<file path="config.mk">
export PLATFORM = sky130hd
export DESIGN_NAME = const_over_pixel_divider_core
export DESIGN_NICKNAME = d
export VERILOG_FILES = /design/src/cpd_pkg.sv /design/src/cpd_regs.sv /design/src/cpd_div_stage.sv /design/src/const_over_pixel_divider_core.sv
export SDC_FILE = /design/constraint.sdc
export NUM_CORES = 2
export LEC_CHECK = 0
export ABC_AREA = 1
export BUFFER_PORTS_ARGS = -buffer_cell sky130_fd_sc_hd__buf_2
export CORE_MARGIN = 10
export CORE_UTILIZATION = 51
export DETAILED_ROUTE_END_ITERATION = 8
export PLACE_DENSITY = 0.72
export REMOVE_ABC_BUFFERS = 1
export SYNTH_ARGS = -nofsm -noshare
export SYNTH_HDL_FRONTEND = slang
export SYNTH_HIERARCHICAL = 1
export SYNTH_SLANG_ARGS = --single-unit
</file>
<file path="constraint.sdc">
create_clock -name aclk -period 19.8 [get_ports aclk]
set_input_delay 0.99 -clock aclk [delete_from_list [all_inputs] [get_ports aclk]]
set_output_delay 0.99 -clock aclk [all_outputs]
set_load 0.05 [all_outputs]
</file>
<file path="src/cpd_pkg.sv">
// Shared types and constants of the constant-over-pixel divider.
package cpd_pkg;

    // Field widths of the stream items.
    localparam int PIX_W      = 16;
    localparam int BAND_W     = 2;
    localparam int DIVIDEND_W = 32;
    localparam int S_TDATA_W  = 16;
    localparam int S_TUSER_W  = 2;
    localparam int M_TDATA_W  = 16;
    localparam int M_TUSER_W  = 1;

    // Configuration port.
    localparam int REG_COUNT  = 4;
    localparam int REG_IDX_W  = 2;
    localparam int APB_ADDR_W = 4;
    localparam int APB_DATA_W = 32;

    // Default number of bands that hold a constant.
    localparam int NUM_BANDS_DEFAULT = 4;

    // Divider pipeline: quotient bits resolved per stage and stage count.
    localparam int BITS_PER_STAGE = 4;
    localparam int DIV_STAGES     = DIVIDEND_W / BITS_PER_STAGE;

    // Saturation limits of the signed 16-bit quotient.
    localparam logic [PIX_W-1:0] Q_MAX  = 16'h7FFF;
    localparam logic [PIX_W-1:0] Q_MIN  = 16'h8000;
    localparam logic [PIX_W-1:0] Q_ZERO = 16'h0000;

    // Magnitude limits used by the saturation compare.
    localparam logic [DIVIDEND_W-1:0] MAG_POS_MAX = 32'd32767;
    localparam logic [DIVIDEND_W-1:0] MAG_NEG_MAX = 32'd32768;

    // Payload carried from stage to stage of the divider.
    typedef struct packed {
        logic [PIX_W-1:0]      rem;       // partial remainder
        logic [DIVIDEND_W-1:0] dq;        // dividend bits out the top, quotient bits in below
        logic [PIX_W-1:0]      divisor;   // divisor magnitude
        logic                  neg_q;     // quotient is negative
        logic                  div_zero;  // pixel was zero
        logic                  c_neg;     // constant was negative
        logic                  c_zero;    // constant was zero
    } cpd_stage_t;

endpackage

</file>
<file path="src/cpd_regs.sv">
// Band constant registers behind the APB-style configuration port.
module cpd_regs #(
    parameter int NUM_BANDS = cpd_pkg::NUM_BANDS_DEFAULT
) (
    input  logic                                aclk,
    input  logic                                aresetn,
    input  logic                                psel,
    input  logic                                penable,
    input  logic                                pwrite,
    input  logic [cpd_pkg::APB_ADDR_W-1:0]      paddr,
    input  logic [cpd_pkg::APB_DATA_W-1:0]      pwdata,
    output logic [cpd_pkg::APB_DATA_W-1:0]      prdata,
    output logic                                pready,
    input  logic [cpd_pkg::BAND_W-1:0]          band_index,
    output logic [cpd_pkg::DIVIDEND_W-1:0]      band_const
);

    // Only bands that exist get a register; the others read as zero.
    localparam int NumRegs = (NUM_BANDS < cpd_pkg::REG_COUNT) ? NUM_BANDS : cpd_pkg::REG_COUNT;

    logic [cpd_pkg::DIVIDEND_W-1:0] band_reg [NumRegs];
    logic [cpd_pkg::REG_IDX_W-1:0]  reg_idx;
    logic                           wr_en;

    assign pready  = 1'b1;
    assign reg_idx = paddr[cpd_pkg::APB_ADDR_W-1:2];
    assign wr_en   = psel & penable & pwrite & pready;

    // Register writes in the access phase.
    always_ff @(posedge aclk) begin
        if (!aresetn) begin
            for (int i = 0; i < NumRegs; i++) begin
                band_reg[i] <= '0;
            end
        end else if (wr_en) begin
            for (int i = 0; i < NumRegs; i++) begin
                if (reg_idx == cpd_pkg::REG_IDX_W'(i)) begin
                    band_reg[i] <= pwdata;
                end
            end
        end
    end

    // Register read-back.
    always_comb begin
        prdata = '0;
        for (int i = 0; i < NumRegs; i++) begin
            if (reg_idx == cpd_pkg::REG_IDX_W'(i)) begin
                prdata = band_reg[i];
            end
        end
    end

    // Constant lookup for the incoming pixel's band.
    always_comb begin
        band_const = '0;
        for (int i = 0; i < NumRegs; i++) begin
            if (band_index == cpd_pkg::BAND_W'(i)) begin
                band_const = band_reg[i];
            end
        end
    end

endmodule

</file>
<file path="src/cpd_div_stage.sv">
// One registered stage of the restoring divider, resolving several quotient bits.
module cpd_div_stage (
    input  logic                aclk,
    input  logic                aresetn,
    input  logic                in_valid,
    output logic                in_ready,
    input  cpd_pkg::cpd_stage_t in_data,
    output logic                out_valid,
    input  logic                out_ready,
    output cpd_pkg::cpd_stage_t out_data
);

    logic                valid_reg;
    cpd_pkg::cpd_stage_t data_reg;
    cpd_pkg::cpd_stage_t data_next;

    // The stage takes new data when it is empty or its content moves on.
    assign in_ready  = !valid_reg || out_ready;
    assign out_valid = valid_reg;
    assign out_data  = data_reg;

    // Shift-subtract steps: each step brings down one dividend bit.
    always_comb begin
        logic [cpd_pkg::PIX_W:0] trial;
        data_next = in_data;
        for (int k = 0; k < cpd_pkg::BITS_PER_STAGE; k++) begin
            trial        = {data_next.rem, data_next.dq[cpd_pkg::DIVIDEND_W-1]};
            data_next.dq = {data_next.dq[cpd_pkg::DIVIDEND_W-2:0], 1'b0};
            if (trial >= {1'b0, data_next.divisor}) begin
                data_next.rem   = cpd_pkg::PIX_W'(trial - {1'b0, data_next.divisor});
                data_next.dq[0] = 1'b1;
            end else begin
                data_next.rem = trial[cpd_pkg::PIX_W-1:0];
            end
        end
    end

    always_ff @(posedge aclk) begin
        if (!aresetn) begin
            valid_reg <= 1'b0;
        end else if (in_ready) begin
            valid_reg <= in_valid;
        end
    end

    always_ff @(posedge aclk) begin
        if (in_valid && in_ready) begin
            data_reg <= data_next;
        end
    end

endmodule

</file>
<file path="src/const_over_pixel_divider_core.sv">
// Top level of the constant-over-pixel divider: input stage, divider pipeline, output stage.
//
// Each transaction on the s_ side carries a signed 16-bit pixel and its band number; the block
// divides that band's signed 32-bit constant by the pixel, truncates toward zero, saturates to
// the signed 16-bit range and returns one m_ transaction per input, in order. A zero pixel
// yields 0, -32768 or 32767 according to the sign of the constant and sets m_tuser. One pixel
// is accepted per clock cycle unless a stall on m_tready fills the pipeline. An input stage
// fetches the constant and takes magnitudes, eight restoring-division stages each resolve
// four quotient bits, and an output stage restores the sign and saturates. Every stage has its
// own valid bit and takes new data whenever it is empty or its content moves on, so bubbles
// close up, a stall on m_tready loses nothing. The user writes band constants via the APB-style
// port only while the stream is idle, which is not enforced; bands >= NUM_BANDS read as zero.
module const_over_pixel_divider_core #(
    parameter int NUM_BANDS = cpd_pkg::NUM_BANDS_DEFAULT
) (
    input  logic                             aclk,
    input  logic                             aresetn,
    // Input stream.
    input  logic                             s_tvalid,
    output logic                             s_tready,
    input  logic [cpd_pkg::S_TDATA_W-1:0]    s_tdata,   // [15:0] pixel_value
    input  logic [cpd_pkg::S_TUSER_W-1:0]    s_tuser,   // [1:0] band_index
    // Result stream.
    output logic                             m_tvalid,
    input  logic                             m_tready,
    output logic [cpd_pkg::M_TDATA_W-1:0]    m_tdata,   // [15:0] quotient
    output logic [cpd_pkg::M_TUSER_W-1:0]    m_tuser,   // [0] divide_by_zero
    // Configuration port.
    input  logic                             psel,
    input  logic                             penable,
    input  logic                             pwrite,
    input  logic [cpd_pkg::APB_ADDR_W-1:0]   paddr,
    input  logic [cpd_pkg::APB_DATA_W-1:0]   pwdata,
    output logic [cpd_pkg::APB_DATA_W-1:0]   prdata,
    output logic                             pready
);

    localparam int NumPipe = cpd_pkg::DIV_STAGES + 2;
    localparam int CountW  = $clog2(NumPipe + 1);

    logic [cpd_pkg::DIVIDEND_W-1:0] band_const;
    logic [cpd_pkg::PIX_W-1:0]      pixel;
    logic                           pixel_neg;
    logic                           const_neg;

    logic                front_valid_reg;
    cpd_pkg::cpd_stage_t front_reg;
    cpd_pkg::cpd_stage_t front_next;
    logic                front_ready;

    logic                stage_valid [cpd_pkg::DIV_STAGES+1];
    logic                stage_ready [cpd_pkg::DIV_STAGES+1];
    cpd_pkg::cpd_stage_t stage_data  [cpd_pkg::DIV_STAGES+1];

    logic                         out_valid_reg;
    logic [cpd_pkg::PIX_W-1:0]    quotient_reg;
    logic [cpd_pkg::PIX_W-1:0]    quotient_next;
    logic                         div_zero_reg;
    logic                         back_ready;
    cpd_pkg::cpd_stage_t          back_in;

    logic [CountW-1:0]  inflight_reg;
    logic [NumPipe-1:0] occupancy;

    // Band constant registers.
    cpd_regs #(
        .NUM_BANDS (NUM_BANDS)
    ) u_regs (
        .aclk       (aclk),
        .aresetn    (aresetn),
        .psel       (psel),
        .penable    (penable),
        .pwrite     (pwrite),
        .paddr      (paddr),
        .pwdata     (pwdata),
        .prdata     (prdata),
        .pready     (pready),
        .band_index (s_tuser[cpd_pkg::BAND_W-1:0]),
        .band_const (band_const)
    );

    // Input stage: fetch the constant, split signs from magnitudes.
    assign pixel     = s_tdata[cpd_pkg::PIX_W-1:0];
    assign pixel_neg = pixel[cpd_pkg::PIX_W-1];
    assign const_neg = band_const[cpd_pkg::DIVIDEND_W-1];

    always_comb begin
        front_next.rem      = '0;
        front_next.dq       = const_neg ? (cpd_pkg::DIVIDEND_W'(0) - band_const) : band_const;
        front_next.divisor  = pixel_neg ? (cpd_pkg::PIX_W'(0) - pixel) : pixel;
        front_next.neg_q    = const_neg ^ pixel_neg;
        front_next.div_zero = (pixel == '0);
        front_next.c_neg    = const_neg;
        front_next.c_zero   = (band_const == '0);
    end

    assign front_ready = !front_valid_reg || stage_ready[0];
    assign s_tready    = front_ready;

    always_ff @(posedge aclk) begin
        if (!aresetn) begin
            front_valid_reg <= 1'b0;
        end else if (front_ready) begin
            front_valid_reg <= s_tvalid;
        end
    end

    always_ff @(posedge aclk) begin
        if (s_tvalid && front_ready) begin
            front_reg <= front_next;
        end
    end

    // Divider pipeline.
    assign stage_valid[0] = front_valid_reg;
    assign stage_data[0]  = front_reg;
    assign stage_ready[cpd_pkg::DIV_STAGES] = back_ready;

    for (genvar g = 0; g < cpd_pkg::DIV_STAGES; g++) begin : g_div
        cpd_div_stage u_stage (
            .aclk      (aclk),
            .aresetn   (aresetn),
            .in_valid  (stage_valid[g]),
            .in_ready  (stage_ready[g]),
            .in_data   (stage_data[g]),
            .out_valid (stage_valid[g+1]),
            .out_ready (stage_ready[g+1]),
            .out_data  (stage_data[g+1])
        );
    end

    // Output stage: substitute on a zero pixel, else restore the sign and saturate.
    assign back_in    = stage_data[cpd_pkg::DIV_STAGES];
    assign back_ready = !out_valid_reg || m_tready;

    always_comb begin
        if (back_in.div_zero) begin
            if (back_in.c_zero) begin
                quotient_next = cpd_pkg::Q_ZERO;
            end else if (back_in.c_neg) begin
                quotient_next = cpd_pkg::Q_MIN;
            end else begin
                quotient_next = cpd_pkg::Q_MAX;
            end
        end else if (back_in.neg_q) begin
            if (back_in.dq > cpd_pkg::MAG_NEG_MAX) begin
                quotient_next = cpd_pkg::Q_MIN;
            end else begin
                quotient_next = cpd_pkg::PIX_W'(0) - back_in.dq[cpd_pkg::PIX_W-1:0];
            end
        end else begin
            if (back_in.dq > cpd_pkg::MAG_POS_MAX) begin
                quotient_next = cpd_pkg::Q_MAX;
            end else begin
                quotient_next = back_in.dq[cpd_pkg::PIX_W-1:0];
            end
        end
    end

    always_ff @(posedge aclk) begin
        if (!aresetn) begin
            out_valid_reg <= 1'b0;
        end else if (back_ready) begin
            out_valid_reg <= stage_valid[cpd_pkg::DIV_STAGES];
        end
    end

    always_ff @(posedge aclk) begin
        if (stage_valid[cpd_pkg::DIV_STAGES] && back_ready) begin
            quotient_reg <= quotient_next;
            div_zero_reg <= back_in.div_zero;
        end
    end

    assign m_tvalid = out_valid_reg;
    assign m_tdata  = quotient_reg;
    assign m_tuser  = div_zero_reg;

    // Count of transactions accepted but not yet delivered.
    always_ff @(posedge aclk) begin
        if (!aresetn) begin
            inflight_reg <= '0;
        end else begin
            case ({s_tvalid && s_tready, m_tvalid && m_tready})
                2'b10:   inflight_reg <= inflight_reg + CountW'(1);
                2'b01:   inflight_reg <= inflight_reg - CountW'(1);
                default: inflight_reg <= inflight_reg;
            endcase
        end
    end

    always_comb begin
        occupancy[0] = front_valid_reg;
        for (int i = 1; i <= cpd_pkg::DIV_STAGES; i++) begin
            occupancy[i] = stage_valid[i];
        end
        occupancy[NumPipe-1] = out_valid_reg;
    end

    // Every accepted transaction sits in exactly one stage until delivered.
    a_inflight_matches: assert property (@(posedge aclk) disable iff (!aresetn)
        inflight_reg == CountW'($countones(occupancy)))
        else $error("in-flight count does not match stage occupancy");

    // An empty output register lets the whole pipeline advance.
    a_ready_when_drained: assert property (@(posedge aclk) disable iff (!aresetn)
        !m_tvalid |-> s_tready)
        else $error("input stalled while the output register is empty");

    // A divide-by-zero result only ever carries one of the three substitutes.
    a_zero_substitute: assert property (@(posedge aclk) disable iff (!aresetn)
        (m_tvalid && m_tuser[0]) |->
            (m_tdata == cpd_pkg::Q_ZERO || m_tdata == cpd_pkg::Q_MIN ||
             m_tdata == cpd_pkg::Q_MAX))
        else $error("divide-by-zero result is not a substitute value");

    // The pipeline never holds more transactions than it has stages.
    a_no_overfill: assert property (@(posedge aclk) disable iff (!aresetn)
        (s_tvalid && s_tready) |-> (inflight_reg < CountW'(NumPipe) || (m_tvalid && m_tready)))
        else $error("transaction accepted into a full pipeline");

endmodule
</file>
==> impl_metrics.ini <==
[outcome]
status = completed

[timing]
fin_crit_sh = 0.508
hold_violations = 0
worstMarginPinSlew_ns = 1.24
skew_ns = 0.0406
maxSlewViolCount = 0
fin_setup_tns_ns = 0
finalSetupViolations = 0
slew_headroom = 0.174
fin_ws_ns = 9.74
fin_hold_ws_ns = 0.404
fin_crit_ns = 10.06
rsz0062_at_grt = no
fmax_mhz = 99.4

[flow_run]
maxCapViolations = 0

[placed_design]
dpl.hpwl_mm = 120
io_buffers = 109
gp_congestion = 0.948
dpl_worst_slack_ns = 9.91

[critical_path]
worstSetupPathType = reg -> reg
crit_arrival_ns = 10.47
ff2ff_path_depth = 44
cp-start-kind = flop
crit_top_cell = nand2_1
crit_required_ns = 20.21
r2r-end = g_div[1].u_stage/out_data[67]
startpoint = g_div[0].u_stage/out_data[5]
critical-path-slowest-cell = a21oi_2
r2r-start = g_div[0].u_stage/out_data[5]
max_stage_delay_ns = 0.80
critPathCapture = g_div[1].u_stage/out_data[67]
critPathMaxFanout = 24
critPathCaptureType = flop
rrSetupSlack_ns = 9.74

[die]
core-area_um2 = 114000
dieArea_um2 = 129000
io_pins = 113
rows = 124
die_w_um = 359
die_h_um = 359
initial_core_util = 0.512

[global_route]
grt_overflow_total = 0
grt_pass1_wl_mm = 247
grt_usage = 0.237
grt_max_degree = 69
antenna_found_initial = 2
grt_pass1_vias = 47184

[drt]
initialDrtViolationCount = 3811
viasPerCell = 5.49
drt-pass1-iter-count = 6
final_antenna_net_count = 0
vias = 49383
wl_mm = 156
drc = 0
wl_per_cell_um = 17.4

[final_layout]
largest_reg_flops = 512
layout_common_cells = 2080 x nand2_1, 814 x inv_1, 709 x edfxtp_1
drive_above_1_share = 0.0887
final_common_cell = nand2_1
nets = 8020
area_growth_syn_to_layout_pct = 7.73
diodes = 0

[clock_tree]
hold_buffers = 0
clk_pin_slew_worst_paths_ns = 0.06
post_cts_buffers = 0
cts-buffers-inserted = 80
root_buffer = clkbuf_16
htreeDepth = 3
cts_buffer_depth = 3
cts_tree = yes
cts_sinks = 719
clkLatencyLatePin_ns = 0.66
cts_resized = 0

[synth]
netlist_instances = 7320
avgSynthCellArea_um2 = 7.99
yosys_warnings = 6
syn_area_um2 = 58500

[worst_hold_path]
hold_class = reg -> reg
[per-layer routing]
metal | GRT usage | up-vias | share of wire
met5 | 0 | - | 0
met4 | 0.106 | 0 | 0.045
met1 | 0.299 | 22748 | 0.42
met2 | 0.409 | 1497 | 0.48
li1 | - | 24806 | -
met3 | 0.0232 | 332 | 0.056
[worst min-delay path by stage]
stage,slack [ns],end,from,cells after the start
after detailed placement,0.40,g_div[0].u_stage/out_data[26],front_reg[22],0
final,0.40,g_div[2].u_stage/out_data[45],g_div[1].u_stage/out_data[41],0
after floorplan,0.40,g_div[0].u_stage/out_data[0],front_reg[0],0
after CTS,0.40,g_div[1].u_stage/out_data[40],g_div[0].u_stage/out_data[36],0
after global routing,0.41,g_div[2].u_stage/out_data[47],g_div[1].u_stage/out_data[43],0
after global placement,0.40,g_div[2].u_stage/out_data[39],g_div[1].u_stage/out_data[35],0
[metrics by stage]
step | area [um2] | std cells | utilization
after CTS | 63000 | 8987 | 0.552
final | 63000 | 8987 | 0.552
after global routing | 63000 | 8987 | 0.552
after detailed placement | 60400 | 8843 | 0.529
after floorplan | 57700 | 7201 | -
after global placement | 60400 | 8843 | 0.529
[layout make-up]
type                    count  area (um2)
clock inverters            55         594
inverters                 874        3290
multi-input cells        5608       33000
flip-flops and latches    719       21500
well taps                1512        1890
clock buffers              89        2040
repair buffers            130         703
fillers                 10520       51100
[worst max-delay path, delay by kind of cell, from the launching register on]
kind                     cells  cell delay [ns]
AO/OA/AOI/OAI               10             3.18
adder cells (fa/ha/maj)      4             1.40
buffers and inverters        5             1.14
flip-flops                   1             0.53
AND/OR/NAND/NOR             25             3.54
Power is left out: the tool's default activity adds up to more than one toggle a clock period on the data nets, which glitch-free logic cannot reach.
